===== config.mk =====
export PLATFORM = sky130hd
export DESIGN_NAME = two_segment_lru_replacement
export DESIGN_NICKNAME = d
export VERILOG_FILES = /design/src/design/tslru_pkg.sv /design/src/design/two_segment_lru_replacement.sv /design/src/design/tslru_mem.sv
export SDC_FILE = /design/constraint.sdc
export NUM_CORES = 2
export LEC_CHECK = 0
export ABC_CLOCK_PERIOD_IN_PS = 6100
export BUFFER_PORTS_ARGS = -buffer_cell sky130_fd_sc_hd__buf_2
export CORE_ASPECT_RATIO = 1.25
export CORE_MARGIN = 3
export CORE_UTILIZATION = 50
export CTS_CLUSTER_DIAMETER = 50
export CTS_CLUSTER_SIZE = 30
export DETAILED_ROUTE_END_ITERATION = 6
export GPL_ROUTABILITY_DRIVEN = 0
export PLACE_DENSITY_LB_ADDON = 0.05
export SLEW_MARGIN = 25
export SYNTH_ARGS = -nofsm -noshare
export SYNTH_HDL_FRONTEND = slang
export SYNTH_SLANG_ARGS = --single-unit

===== constraint.sdc =====
create_clock -name clk -period 6.1 [get_ports clk]
set_clock_uncertainty 0.1 [all_clocks]
set_input_delay 0.915 -clock clk [delete_from_list [all_inputs] [get_ports clk]]
set_output_delay 0.915 -clock clk [all_outputs]
set_load 0.03 [all_outputs]

===== src/design/tslru_pkg.sv =====
package tslru_pkg;

    localparam int KEY_W          = 32;
    localparam int CAP_W          = 5;
    localparam int DEF_HOT_DEPTH  = 16;
    localparam int DEF_COLD_DEPTH = 16;
    localparam int MAX_RESULTS    = 32;
    localparam int RES_W          = 6;
    localparam int POS_W          = 4;
    localparam int CFG_IDX_W      = 1;

    localparam logic [CFG_IDX_W-1:0] CFG_HOT_CAP  = 1'd0;
    localparam logic [CFG_IDX_W-1:0] CFG_COLD_CAP = 1'd1;

    localparam logic OP_ACCESS = 1'b0;
    localparam logic OP_DUMP   = 1'b1;

    localparam logic [1:0] KIND_ACCESS = 2'd0;
    localparam logic [1:0] KIND_ENTRY  = 2'd1;
    localparam logic [1:0] KIND_EMPTY  = 2'd2;

    localparam logic [1:0] HIT_MISS = 2'd0;
    localparam logic [1:0] HIT_HOT  = 2'd1;
    localparam logic [1:0] HIT_COLD = 2'd2;

    localparam logic LIST_HOT  = 1'b0;
    localparam logic LIST_COLD = 1'b1;

endpackage


===== src/design/two_segment_lru_replacement.sv =====
// Two-segment LRU replacement tracker.
// Input channel (in_valid / in_stall): one word carries an operation and a key.
// An access word searches the hot list, then the cold list, updates the
// lists and returns one response word (hit status and any evicted key).
// A dump word returns one word per stored key, hot list first, at most 32,
// or a single empty word when both lists are empty; the final word has last.
// Output channel (out_valid / out_stall): one registered output word; the
// receiver may stall it for any time, and the block waits with it.
// An access compares stored keys one at a time and moves keys one at a time;
// a dump reads and emits its words one at a time, hot list before cold list.
// Output stalls lengthen both. This comes from the single read port of each
// list memory and the one comparator.
// in_stall is high from acceptance until the last result is in the output
// register, so a new word may enter while that result still waits.
// Configuration (cfg_we, cfg_index, cfg_data): writes set the hot or cold
// capacity and trim a list that is longer than its new capacity.
// Reset empties both lists and sets both capacities to 16.
module two_segment_lru_replacement #(
    parameter int HOT_DEPTH  = tslru_pkg::DEF_HOT_DEPTH,
    parameter int COLD_DEPTH = tslru_pkg::DEF_COLD_DEPTH
) (
    input  logic                              clk,
    input  logic                              rst_n,
    input  logic                              in_valid,
    output logic                              in_stall,
    input  logic                              operation,
    input  logic signed [tslru_pkg::KEY_W-1:0] access_key,
    output logic                              out_valid,
    input  logic                              out_stall,
    output logic [1:0]                        result_kind,
    output logic [1:0]                        hit_status,
    output logic                              evict_valid,
    output logic signed [tslru_pkg::KEY_W-1:0] evicted_key,
    output logic                              dump_list,
    output logic [tslru_pkg::POS_W-1:0]       dump_position,
    output logic signed [tslru_pkg::KEY_W-1:0] dump_key,
    output logic                              last,
    input  logic                              cfg_we,
    input  logic [tslru_pkg::CFG_IDX_W-1:0]   cfg_index,
    input  logic [tslru_pkg::CAP_W-1:0]       cfg_data
);
    import tslru_pkg::*;

    localparam int HAW = (HOT_DEPTH > 1) ? $clog2(HOT_DEPTH) : 1;
    localparam int CAW = (COLD_DEPTH > 1) ? $clog2(COLD_DEPTH) : 1;
    localparam int HCW = $clog2(HOT_DEPTH + 1);
    localparam int CCW = $clog2(COLD_DEPTH + 1);
    localparam int IW  = (HCW > CCW) ? HCW : CCW;

    localparam logic [3:0] ST_IDLE     = 4'd0;
    localparam logic [3:0] ST_FIND_RD  = 4'd1;
    localparam logic [3:0] ST_FIND_CMP = 4'd2;
    localparam logic [3:0] ST_SHL_RD   = 4'd3;
    localparam logic [3:0] ST_SHL_WR   = 4'd4;
    localparam logic [3:0] ST_POST     = 4'd5;
    localparam logic [3:0] ST_TAIL_RD  = 4'd6;
    localparam logic [3:0] ST_TAIL_GET = 4'd7;
    localparam logic [3:0] ST_DEMOTE   = 4'd8;
    localparam logic [3:0] ST_MISS     = 4'd9;
    localparam logic [3:0] ST_SHR_RD   = 4'd10;
    localparam logic [3:0] ST_SHR_WR   = 4'd11;
    localparam logic [3:0] ST_RESP     = 4'd12;
    localparam logic [3:0] ST_EMPTY    = 4'd13;
    localparam logic [3:0] ST_DUMP_RD  = 4'd14;
    localparam logic [3:0] ST_DUMP_OUT = 4'd15;

    localparam logic PH_DONE   = 1'b0;
    localparam logic PH_DEMOTE = 1'b1;

    logic [3:0]       state_reg, state_next;
    logic             sel_reg, sel_next;
    logic             phase_reg, phase_next;
    logic [IW-1:0]    idx_reg, idx_next;
    logic [KEY_W-1:0] key_reg, key_next;
    logic [KEY_W-1:0] newkey_reg, newkey_next;
    logic [KEY_W-1:0] aux_reg, aux_next;
    logic [1:0]       hit_reg, hit_next;
    logic             ev_reg, ev_next;
    logic [HCW-1:0]   hot_count_reg, hot_count_next;
    logic [CCW-1:0]   cold_count_reg, cold_count_next;
    logic [CAP_W-1:0] hot_cap_reg, hot_cap_next;
    logic [CAP_W-1:0] cold_cap_reg, cold_cap_next;
    logic [RES_W-1:0] k_reg, k_next;
    logic [RES_W-1:0] total_reg, total_next;

    logic             out_valid_reg, out_valid_next;
    logic [1:0]       kind_reg, kind_next;
    logic [1:0]       ohit_reg, ohit_next;
    logic             oev_reg, oev_next;
    logic [KEY_W-1:0] oevkey_reg, oevkey_next;
    logic             olist_reg, olist_next;
    logic [POS_W-1:0] opos_reg, opos_next;
    logic [KEY_W-1:0] okey_reg, okey_next;
    logic             olast_reg, olast_next;

    logic [HCW-1:0]   eff_hot, cfg_eff_hot;
    logic [CCW-1:0]   eff_cold, cfg_eff_cold;
    logic [IW-1:0]    cur_count, idx_inc, idx_dec;
    logic [IW:0]      count_sum;
    logic [KEY_W-1:0] hot_rdata, cold_rdata, cur_rdata, wdata;
    logic [IW-1:0]    raddr;
    logic [IW-1:0]    waddr;
    logic             we;
    logic             out_free;

    assign eff_hot      = (int'(hot_cap_reg) > HOT_DEPTH) ? HCW'(HOT_DEPTH) : HCW'(hot_cap_reg);
    assign eff_cold     = (int'(cold_cap_reg) > COLD_DEPTH) ? CCW'(COLD_DEPTH)
                                                            : CCW'(cold_cap_reg);
    assign cfg_eff_hot  = (int'(cfg_data) > HOT_DEPTH) ? HCW'(HOT_DEPTH) : HCW'(cfg_data);
    assign cfg_eff_cold = (int'(cfg_data) > COLD_DEPTH) ? CCW'(COLD_DEPTH) : CCW'(cfg_data);

    assign cur_count = (sel_reg == LIST_COLD) ? IW'(cold_count_reg) : IW'(hot_count_reg);
    assign cur_rdata = (sel_reg == LIST_COLD) ? cold_rdata : hot_rdata;
    assign idx_inc   = idx_reg + 1'b1;
    assign idx_dec   = idx_reg - 1'b1;
    assign count_sum = (IW + 1)'(hot_count_reg) + (IW + 1)'(cold_count_reg);
    assign out_free  = !out_valid_reg || !out_stall;

    tslru_mem #(
        .DEPTH (HOT_DEPTH),
        .AW    (HAW)
    ) u_hot_mem (
        .clk   (clk),
        .we    (we && (sel_reg == LIST_HOT)),
        .waddr (waddr[HAW-1:0]),
        .wdata (wdata),
        .raddr (raddr[HAW-1:0]),
        .rdata (hot_rdata)
    );

    tslru_mem #(
        .DEPTH (COLD_DEPTH),
        .AW    (CAW)
    ) u_cold_mem (
        .clk   (clk),
        .we    (we && (sel_reg == LIST_COLD)),
        .waddr (waddr[CAW-1:0]),
        .wdata (wdata),
        .raddr (raddr[CAW-1:0]),
        .rdata (cold_rdata)
    );

    always_comb
    begin
        state_next      = state_reg;
        sel_next        = sel_reg;
        phase_next      = phase_reg;
        idx_next        = idx_reg;
        key_next        = key_reg;
        newkey_next     = newkey_reg;
        aux_next        = aux_reg;
        hit_next        = hit_reg;
        ev_next         = ev_reg;
        hot_count_next  = hot_count_reg;
        cold_count_next = cold_count_reg;
        hot_cap_next    = hot_cap_reg;
        cold_cap_next   = cold_cap_reg;
        k_next          = k_reg;
        total_next      = total_reg;
        out_valid_next  = out_valid_reg && out_stall;
        kind_next       = kind_reg;
        ohit_next       = ohit_reg;
        oev_next        = oev_reg;
        oevkey_next     = oevkey_reg;
        olist_next      = olist_reg;
        opos_next       = opos_reg;
        okey_next       = okey_reg;
        olast_next      = olast_reg;
        raddr           = idx_reg;
        waddr           = idx_reg;
        wdata           = cur_rdata;
        we              = 1'b0;

        case (state_reg)
            ST_IDLE:
            begin
                if (in_valid)
                begin
                    key_next = access_key;
                    sel_next = LIST_HOT;
                    idx_next = '0;
                    k_next   = '0;
                    hit_next = HIT_MISS;
                    ev_next  = 1'b0;
                    if (operation == OP_DUMP)
                    begin
                        total_next = (int'(count_sum) > MAX_RESULTS) ? RES_W'(MAX_RESULTS)
                                                                     : RES_W'(count_sum);
                        state_next = (count_sum == '0) ? ST_EMPTY : ST_DUMP_RD;
                    end
                    else
                    begin
                        state_next = ST_FIND_RD;
                    end
                end
            end
            ST_FIND_RD:
            begin
                if (idx_reg == cur_count)
                begin
                    if (sel_reg == LIST_HOT)
                    begin
                        sel_next = LIST_COLD;
                        idx_next = '0;
                    end
                    else
                    begin
                        state_next = ST_MISS;
                    end
                end
                else
                begin
                    state_next = ST_FIND_CMP;
                end
            end
            ST_FIND_CMP:
            begin
                if (cur_rdata == key_reg)
                begin
                    if (sel_reg == LIST_HOT)
                    begin
                        hit_next    = HIT_HOT;
                        newkey_next = key_reg;
                        phase_next  = PH_DONE;
                        state_next  = ST_SHR_RD;
                    end
                    else
                    begin
                        hit_next   = HIT_COLD;
                        state_next = ST_SHL_RD;
                    end
                end
                else
                begin
                    idx_next   = idx_inc;
                    state_next = ST_FIND_RD;
                end
            end
            ST_SHL_RD:
            begin
                raddr = idx_inc;
                if (idx_inc >= IW'(cold_count_reg))
                begin
                    cold_count_next = cold_count_reg - 1'b1;
                    state_next      = ST_POST;
                end
                else
                begin
                    state_next = ST_SHL_WR;
                end
            end
            ST_SHL_WR:
            begin
                we         = 1'b1;
                idx_next   = idx_inc;
                state_next = ST_SHL_RD;
            end
            ST_POST:
            begin
                if (hot_count_reg < eff_hot)
                begin
                    sel_next       = LIST_HOT;
                    idx_next       = IW'(hot_count_reg);
                    hot_count_next = hot_count_reg + 1'b1;
                    newkey_next    = key_reg;
                    phase_next     = PH_DONE;
                    state_next     = ST_SHR_RD;
                end
                else if (hot_count_reg != '0)
                begin
                    sel_next   = LIST_HOT;
                    idx_next   = IW'(hot_count_reg - 1'b1);
                    state_next = ST_TAIL_RD;
                end
                else
                begin
                    aux_next   = key_reg;
                    state_next = ST_DEMOTE;
                end
            end
            ST_TAIL_RD:
            begin
                state_next = ST_TAIL_GET;
            end
            ST_TAIL_GET:
            begin
                aux_next    = cur_rdata;
                newkey_next = key_reg;
                if (sel_reg == LIST_COLD)
                begin
                    ev_next    = 1'b1;
                    phase_next = PH_DONE;
                end
                else
                begin
                    phase_next = PH_DEMOTE;
                end
                state_next = ST_SHR_RD;
            end
            ST_DEMOTE:
            begin
                if (cold_count_reg < eff_cold)
                begin
                    sel_next        = LIST_COLD;
                    idx_next        = IW'(cold_count_reg);
                    cold_count_next = cold_count_reg + 1'b1;
                    newkey_next     = aux_reg;
                    phase_next      = PH_DONE;
                    state_next      = ST_SHR_RD;
                end
                else
                begin
                    ev_next    = 1'b1;
                    state_next = ST_RESP;
                end
            end
            ST_MISS:
            begin
                sel_next = LIST_COLD;
                if (cold_count_reg < eff_cold)
                begin
                    idx_next        = IW'(cold_count_reg);
                    cold_count_next = cold_count_reg + 1'b1;
                    newkey_next     = key_reg;
                    phase_next      = PH_DONE;
                    state_next      = ST_SHR_RD;
                end
                else if (cold_count_reg != '0)
                begin
                    idx_next   = IW'(cold_count_reg - 1'b1);
                    state_next = ST_TAIL_RD;
                end
                else
                begin
                    ev_next    = 1'b1;
                    aux_next   = key_reg;
                    state_next = ST_RESP;
                end
            end
            ST_SHR_RD:
            begin
                raddr = idx_dec;
                if (idx_reg == '0)
                begin
                    we         = 1'b1;
                    wdata      = newkey_reg;
                    state_next = (phase_reg == PH_DEMOTE) ? ST_DEMOTE : ST_RESP;
                end
                else
                begin
                    state_next = ST_SHR_WR;
                end
            end
            ST_SHR_WR:
            begin
                we         = 1'b1;
                idx_next   = idx_dec;
                state_next = ST_SHR_RD;
            end
            ST_RESP:
            begin
                if (out_free)
                begin
                    out_valid_next = 1'b1;
                    kind_next      = KIND_ACCESS;
                    ohit_next      = hit_reg;
                    oev_next       = ev_reg;
                    oevkey_next    = ev_reg ? aux_reg : '0;
                    olist_next     = LIST_HOT;
                    opos_next      = '0;
                    okey_next      = '0;
                    olast_next     = 1'b1;
                    state_next     = ST_IDLE;
                end
            end
            ST_EMPTY:
            begin
                if (out_free)
                begin
                    out_valid_next = 1'b1;
                    kind_next      = KIND_EMPTY;
                    ohit_next      = HIT_MISS;
                    oev_next       = 1'b0;
                    oevkey_next    = '0;
                    olist_next     = LIST_HOT;
                    opos_next      = '0;
                    okey_next      = '0;
                    olast_next     = 1'b1;
                    state_next     = ST_IDLE;
                end
            end
            ST_DUMP_RD:
            begin
                if ((sel_reg == LIST_HOT) && (idx_reg == IW'(hot_count_reg)))
                begin
                    sel_next = LIST_COLD;
                    idx_next = '0;
                end
                else
                begin
                    state_next = ST_DUMP_OUT;
                end
            end
            ST_DUMP_OUT:
            begin
                if (out_free)
                begin
                    out_valid_next = 1'b1;
                    kind_next      = KIND_ENTRY;
                    ohit_next      = HIT_MISS;
                    oev_next       = 1'b0;
                    oevkey_next    = '0;
                    olist_next     = sel_reg;
                    opos_next      = POS_W'(idx_reg);
                    okey_next      = cur_rdata;
                    olast_next     = (k_reg + 1'b1) == total_reg;
                    if ((k_reg + 1'b1) == total_reg)
                    begin
                        state_next = ST_IDLE;
                    end
                    else
                    begin
                        k_next     = k_reg + 1'b1;
                        idx_next   = idx_inc;
                        state_next = ST_DUMP_RD;
                    end
                end
            end
            default:
            begin
                state_next = ST_IDLE;
            end
        endcase

        if (cfg_we)
        begin
            case (cfg_index)
                CFG_HOT_CAP:
                begin
                    hot_cap_next = cfg_data;
                    if (hot_count_reg > cfg_eff_hot)
                    begin
                        hot_count_next = cfg_eff_hot;
                    end
                end
                CFG_COLD_CAP:
                begin
                    cold_cap_next = cfg_data;
                    if (cold_count_reg > cfg_eff_cold)
                    begin
                        cold_count_next = cfg_eff_cold;
                    end
                end
                default:
                begin
                    hot_cap_next = hot_cap_reg;
                end
            endcase
        end
    end

    always_ff @(posedge clk or negedge rst_n)
    begin
        if (!rst_n)
        begin
            state_reg      <= ST_IDLE;
            hot_count_reg  <= '0;
            cold_count_reg <= '0;
            hot_cap_reg    <= CAP_W'(16);
            cold_cap_reg   <= CAP_W'(16);
            out_valid_reg  <= 1'b0;
        end
        else
        begin
            state_reg      <= state_next;
            hot_count_reg  <= hot_count_next;
            cold_count_reg <= cold_count_next;
            hot_cap_reg    <= hot_cap_next;
            cold_cap_reg   <= cold_cap_next;
            out_valid_reg  <= out_valid_next;
        end
    end

    always_ff @(posedge clk)
    begin
        sel_reg    <= sel_next;
        phase_reg  <= phase_next;
        idx_reg    <= idx_next;
        key_reg    <= key_next;
        newkey_reg <= newkey_next;
        aux_reg    <= aux_next;
        hit_reg    <= hit_next;
        ev_reg     <= ev_next;
        k_reg      <= k_next;
        total_reg  <= total_next;
        kind_reg   <= kind_next;
        ohit_reg   <= ohit_next;
        oev_reg    <= oev_next;
        oevkey_reg <= oevkey_next;
        olist_reg  <= olist_next;
        opos_reg   <= opos_next;
        okey_reg   <= okey_next;
        olast_reg  <= olast_next;
    end

    assign in_stall      = (state_reg != ST_IDLE);
    assign out_valid     = out_valid_reg;
    assign result_kind   = kind_reg;
    assign hit_status    = ohit_reg;
    assign evict_valid   = oev_reg;
    assign evicted_key   = oevkey_reg;
    assign dump_list     = olist_reg;
    assign dump_position = opos_reg;
    assign dump_key      = okey_reg;
    assign last          = olast_reg;

endmodule


===== src/design/tslru_mem.sv =====
module tslru_mem #(
    parameter int DEPTH = tslru_pkg::DEF_HOT_DEPTH,
    parameter int AW    = (DEPTH > 1) ? $clog2(DEPTH) : 1
) (
    input  logic                       clk,
    input  logic                       we,
    input  logic [AW-1:0]              waddr,
    input  logic [tslru_pkg::KEY_W-1:0] wdata,
    input  logic [AW-1:0]              raddr,
    output logic [tslru_pkg::KEY_W-1:0] rdata
);
    import tslru_pkg::*;

    logic [KEY_W-1:0] mem [DEPTH];
    logic [KEY_W-1:0] rdata_reg;

    always_ff @(posedge clk)
    begin
        if (we)
        begin
            mem[waddr] <= wdata;
        end
        rdata_reg <= mem[raddr];
    end

    assign rdata = rdata_reg;

endmodule

# Word level (Yosys, flattened, before mapping)
# Memories as Yosys holds them, arrays and structs flattened. A register that Yosys moved wholly into a read port is not among the register bits.
# Cells that the tools add are included.
# word_totals
regBits	218
ramBits	1024
input_bits	44
mem_count	2
# classes
add_sub_neg	8
magnitude_cmp	9
n_eq_ne	46
mux	119
bitwise	2
n_reduce_logical	46
# mem_list
name	words	word_bits	read_ports	rd_ports_with_merged_regs	wr	line_no	rtl
u_cold_mem.mem	16	32	1	1	1	tslru_mem.sv:14	logic [KEY_W-1:0] mem [DEPTH];
u_hot_mem.mem	16	32	1	1	1	tslru_mem.sv:14	
# op_table
operator	n
32-bit two-way mux	16
32-bit case mux with 5 select lines	1
5-bit two-way mux	26
32-bit case mux with 2 select lines	2
32-bit case mux with 3 select lines	1
4-bit two-way mux	15
4-bit case mux with 14 select lines	1
5-bit case mux with 10 select lines	1
2-bit inequality test (second input constant)	21
32-bit == test	1
4-bit == test (second input constant)	8
1-bit two-way mux	28
6-bit two-way mux	3
6-bit AND reduction	3
4-bit by 3-bit == test with 1-bit output (second input constant)	4
2-bit two-way mux	8
4-bit case mux with 2 select lines	2
5-bit by 1-bit adder with 5-bit output (second input constant)	3
5-bit greater-than comparator (second input constant)	3
5-bit AND reduction	3
5-bit nonzero test	3
5-bit by 1-bit subtractor with 5-bit output (second input constant)	3
6-bit case mux with 2 select lines	1
3-bit AND reduction	4
other kinds (36)	69

# Logic depth before layout (Yosys ltp)
# logic_depth
word_depth	8
mapped_depth	11
mapped_depth_nobuf	11

# Cells and area by module
# A second synthesis with hierarchy kept.
# hier_totals
cells_unflattened	2681
area_unflattened_um2	51333.0
# modules_own_cells
module	n_inst	cells_each	area_each_um2	seq_area_each_um2
tslru_mem at u_cold_mem	1	838	19836.5	16015.4
tslru_mem at u_hot_mem	1	838	19835.3	16015.4
two_segment_lru_replacement	1	1005	11661.2	6423.7

# Worst setup path after synthesis
# Ideal clock, no wire load.
# synth_path
path_type	reg2reg
start	register cold_cap_reg[4]
end	register aux_reg[0] (enable)
setup_ns	0.501
t_arrival_ns	4.683
required_ns	5.499
path_slack_ns	0.816
stages_incl_launch_ff	9
n_path_buf	0
synth_period_minus_slack_ns	5.284
path_cell_list	dfstp_2 > inv_1 > nand2_1 > ha_1 > or4b_2 > a21oi_1 > o21ai_1 > nor2_1 > nor4_1
# synth_between
elab_chain_len	5
# synth_lines
item	line_no	rtl
from (decl)	two_segment_lru_replacement.sv:82	logic [CAP_W-1:0] cold_cap_reg, cold_cap_next;
from (signal assigned)	two_segment_lru_replacement.sv:479	cold_cap_reg <= cold_cap_next;
5-bit greater-than comparator	two_segment_lru_replacement.sv:107	assign eff_cold = (int'(cold_cap_reg) > COLD_DEPTH) ? CCW'(COLD_DEPTH)
5-bit two-way mux *	two_segment_lru_replacement.sv:107	
5-bit < comparator *	two_segment_lru_replacement.sv:320	if (cold_count_reg < eff_cold)
2-bit inequality test (no line) *	-	
5-bit AND reduction (no line) *	-	
to (signal assigned)	two_segment_lru_replacement.sv:491	aux_reg <= aux_next;
to (decl)	two_segment_lru_replacement.sv:76	logic [KEY_W-1:0] aux_reg, aux_next;
# Every way passes the cells marked *; elsewhere a longest branch is shown, timed or not.
# A chain may end at the register's enable or synchronous reset.

# Worst setup path after layout
# layout_path
start	register idx_reg[0]
end	memory u_cold_mem.mem[1][31] (enable)
# layout_between
elab_chain_len	6
# layout_lines
item	line_no	rtl
from (decl)	two_segment_lru_replacement.sv:73	logic [IW-1:0] idx_reg, idx_next;
from (signal assigned)	two_segment_lru_replacement.sv:488	idx_reg <= idx_next;
5-bit logical NOT	two_segment_lru_replacement.sv:343	if (idx_reg == '0)
1-bit two-way mux	two_segment_lru_replacement.sv:343	
1-bit case mux with 2 select lines	two_segment_lru_replacement.sv:174	case (state_reg)
1-bit logical AND	two_segment_lru_replacement.sv:136	.we (we && (sel_reg == LIST_COLD)),
1-bit two-way mux	tslru_mem.sv:19	if (we)
1-bit two-way mux (implied by the code)	tslru_mem.sv:21	mem[waddr] <= wdata;
to (decl)	tslru_mem.sv:14	
# Parallel ways exist; a longest one is shown, timed or not.

==> flow_metrics.tcl <==
set metrics [dict create \
    cts_hold_buf 0 \
    rows 130 \
    cts_resized 0 \
    grt_antenna_before_repair 7 \
    swShare_pct 35.9 \
    synth_edf_count 1217 \
    critPathRequiredTime_ns 6.34 \
    core-area_um2 101000 \
    cts_tree "built" \
    drt_first_iter_violations 2512 \
    holdWs_ns 0.128 \
    setup_ws_ns 1.44 \
    seq_area_frac_synth_pct 75.0 \
    synthSimpleGateAreaFrac_pct 3.47 \
    p_comb_share_pct 39.8 \
    fillCellCount 7357 \
    worstHoldPathType "input pin to asynchronous set/reset pin" \
    maxCapViolations 0 \
    powerDensity_nw_per_um2 592 \
    dp.final_hpwl_um 82900 \
    fp.dieW_um 292 \
    insertion_delay_ns 0.73 \
    area_growth_pct 15.6 \
    drt-pass1-iter-count 7 \
    status "completed" \
    vdd_drop_max_uv 498 \
    io_pins 121 \
    arrival_ns 4.90 \
    worst_pin_slew_ns 1.06 \
    internal_power_mw 22.5 \
    clockBufferDepth 3 \
    final.setup.tns_ns 0 \
    synth_nets 2608 \
    portBuffers 120 \
    critical_path_class "flip-flop to flip-flop" \
    yosys.area_share.adder_pct 0.966 \
    overflow 0 \
    route.detailed.drc 0 \
    yosys_warnings 0 \
    met1Wirelength_um 56200 \
    top_layer "met4" \
    fmax_ghz 0.214 \
    multi_input_area_um2 12700 \
    die_y_um 364 \
    slew-limit-headroom_pct 29.1 \
    r2r_start "idx_reg[0]" \
    postSynthAreaPerCell_um2 20.3 \
    rr_endpoint "u_cold_mem.mem[1][31]" \
    worstSetupStartpointType "flip-flop" \
    area.sequential_um2 38500 \
    wl_um 130000 \
    fin_crit_sh_pct 76.5 \
    cp-end-kind "flip-flop" \
    vias 25500 \
    synth_flop_cell "edfxtp_1" \
    grt_pass1_wl_um 187000 \
    die-area_um2 106000 \
    htreeDepth 3 \
    rrSetupSlack_ns 1.44 \
    p_clk_share_pct 22.3 \
    reg_top3 "u_cold_mem.mem x512, u_hot_mem.mem x512" \
    dp_slack_ns 1.48 \
    initial_utilization_pct 50.7 \
    setup_viol 0 \
    grt_setup_unrepaired "no" \
    ant_nets 0 \
    ys_async_sr_fraction_pct 1.91 \
    nNetsFinal 2814 \
    cts_sinks 1306 \
    synth.ff_latch_count 1306 \
    grt_max_degree 77 \
    reg2regPathDepth 6 \
    root_buffer "clkbuf_16" \
    grt_pass1_vias 25500 \
    synth-compound-area-share_pct 1.98 \
    share_seq_of_total_power_pct 38.0 \
    hold_violations 0 \
    clk_pin_slew_worst_paths_ns 0.07 \
    synth_top_family_by_area "multiplexers" \
    report.final.slew_viol_count 0 \
    post-cts-setup-buffer-count 0 \
    synth.distinct_cells 61 \
    synth-xor-area-share_pct 1.36 \
    crit_fanout 32 \
    drive_gt1_share_pct 30.9 \
    avgRoutedWirePerCell_um 31.3 \
    viasPerCell 6.14 \
    p_leak_nw 19.5 \
    min_period_ns 4.66 \
    route.met2.wl_um 61300 \
    cts-buffers-inserted 111 \
    p_sw_mw 12.6 \
    synth_cells 2525 \
    route.met3.wl_um 8740 \
    synth_area_um2 51300 \
    grt_usage_pct 24.7 \
    synthMuxAreaShare_pct 15.9 \
]
-- final cells by class --
class                   instances  share of cell area, %
diodes                          2                0.00844
clock buffers                 119                   4.82
clock inverters                93                   2.17
inverters                      22                  0.139
multi-input cells            1071                   21.4
flip-flops and latches       1306                   64.8
well taps                    1320                   2.78
repair buffers                219                   3.82
-- layer usage --
| layer | track usage (%) | vias to the layer above |
|---|---|---|
| met5 | 0 | - |
| met4 | 7.62 | 0 |
| met3 | 3.21 | 162 |
| met2 | 38.6 | 1048 |
| met1 | 37.0 | 13500 |
| li1 | - | 10700 |
-- per-stage QoR --
stage	std cells	power (mW)	area [um^2]	utilization, %
6_report	4152	35.1	59300	58.6
5_1_grt	4150	36.5	59300	58.6
4_1_cts	4136	35.0	58900	58.2
3_5_place_dp	3924	27.2	54800	54.1
3_3_place_gp	3901	26.8	54200	53.6
2_1_floorplan	2525	21.8	51300	-
-- placed cells by master (no fill, tap or decap), types with 6 or more instances in the layout --
cell and n:
edfxtp_1 1217, mux4_2 320, nor2_1 120, buf_2 120
clkbuf_16 113, nand2_1 88, dfxtp_1 64, xnor2_1 62
o21ai_0 53, mux2i_1 47, buf_4 42, mux2_2 41
and3_1 38, ha_1 38, a21oi_4 29, buf_16 29
a21oi_1 27, buf_12 26, clkinv_8 23, dfrtp_1 23
inv_6 20, inv_1 19, and3_2 16, inv_8 16
nand3_1 15, nor3_1 13, xor2_1 12, nor4_1 12
and2_1 11, nor2b_1 11, nor2_4 11, bufinv_16 10
nand2b_1 9, o21a_1 7, inv_12 7, nand4_1 6
a31oi_1 6
-- cells by family (layout without fill, tap and decap cells) --
group | after synthesis | in the layout
other cells | 0 | 2
buf+inv | 148 | 453
compound gates | 170 | 170
mux | 408 | 408
xor+xnor | 78 | 78
fa+ha+maj | 39 | 39
simple gates | 376 | 376
flops | 1306 | 1306
-- power groups by stage --
stage,Combinational [mW],Sequential [mW],Clock (mW)
CTS,13.7,13.4,7.95
global route,14.8,13.4,8.32
detailed placement,13.6,13.6,0
global placement,13.2,13.5,0
finish,14.0,13.3,7.81
floorplan,8.60,13.2,0
-- synthesized netlist by cell type, drive strengths merged (6+ instances only) --
cell	count	area share, %
mux4	320	14
dfxtp	64	2.5
dfrtp	23	1.1
buf	58	0.71
nand3	18	0.18
xnor2	64	1.1
nor2	131	0.96
nor2b	13	0.16
and3	54	0.66
o21a	7	0.10
inv	21	0.15
nor3	18	0.18
clkbuf	68	0.50
nand2	88	0.64
nand2b	9	0.11
nand4	6	0.073
a31oi	6	0.073
xor2	13	0.22
edfxtp	1217	71
o21ai	56	0.55
ha	38	0.93
nor4	13	0.16
and2	11	0.13
mux2	41	0.90
mux2i	47	0.92
a21oi	61	0.61
-- worst max-delay path: stages, from the launching register on --
cell and delay, ns:
edfxtp_1 0.56, inv_1 0.22, ha_1 0.48, nor4b_1 0.72, o211ai_1 0.26, a21oi_1 0.88, and3_2 0.99
-- worst max path at each step --
stage	start	to	slack, ns	cells after the start
finish	idx_reg[0]	u_cold_mem.mem[1][31]	1.44	6
floorplan	cold_cap_reg[4]	aux_reg[0]	0.82	8
detailed placement	idx_reg[0]	u_cold_mem.mem[1][5]	1.48	6
CTS	idx_reg[0]	u_cold_mem.mem[1][6]	1.44	6
global placement	idx_reg[0]	u_hot_mem.mem[4][29]	1.47	7
global route	idx_reg[0]	u_cold_mem.mem[1][20]	1.20	6
(Power assumes the default switching activity.)
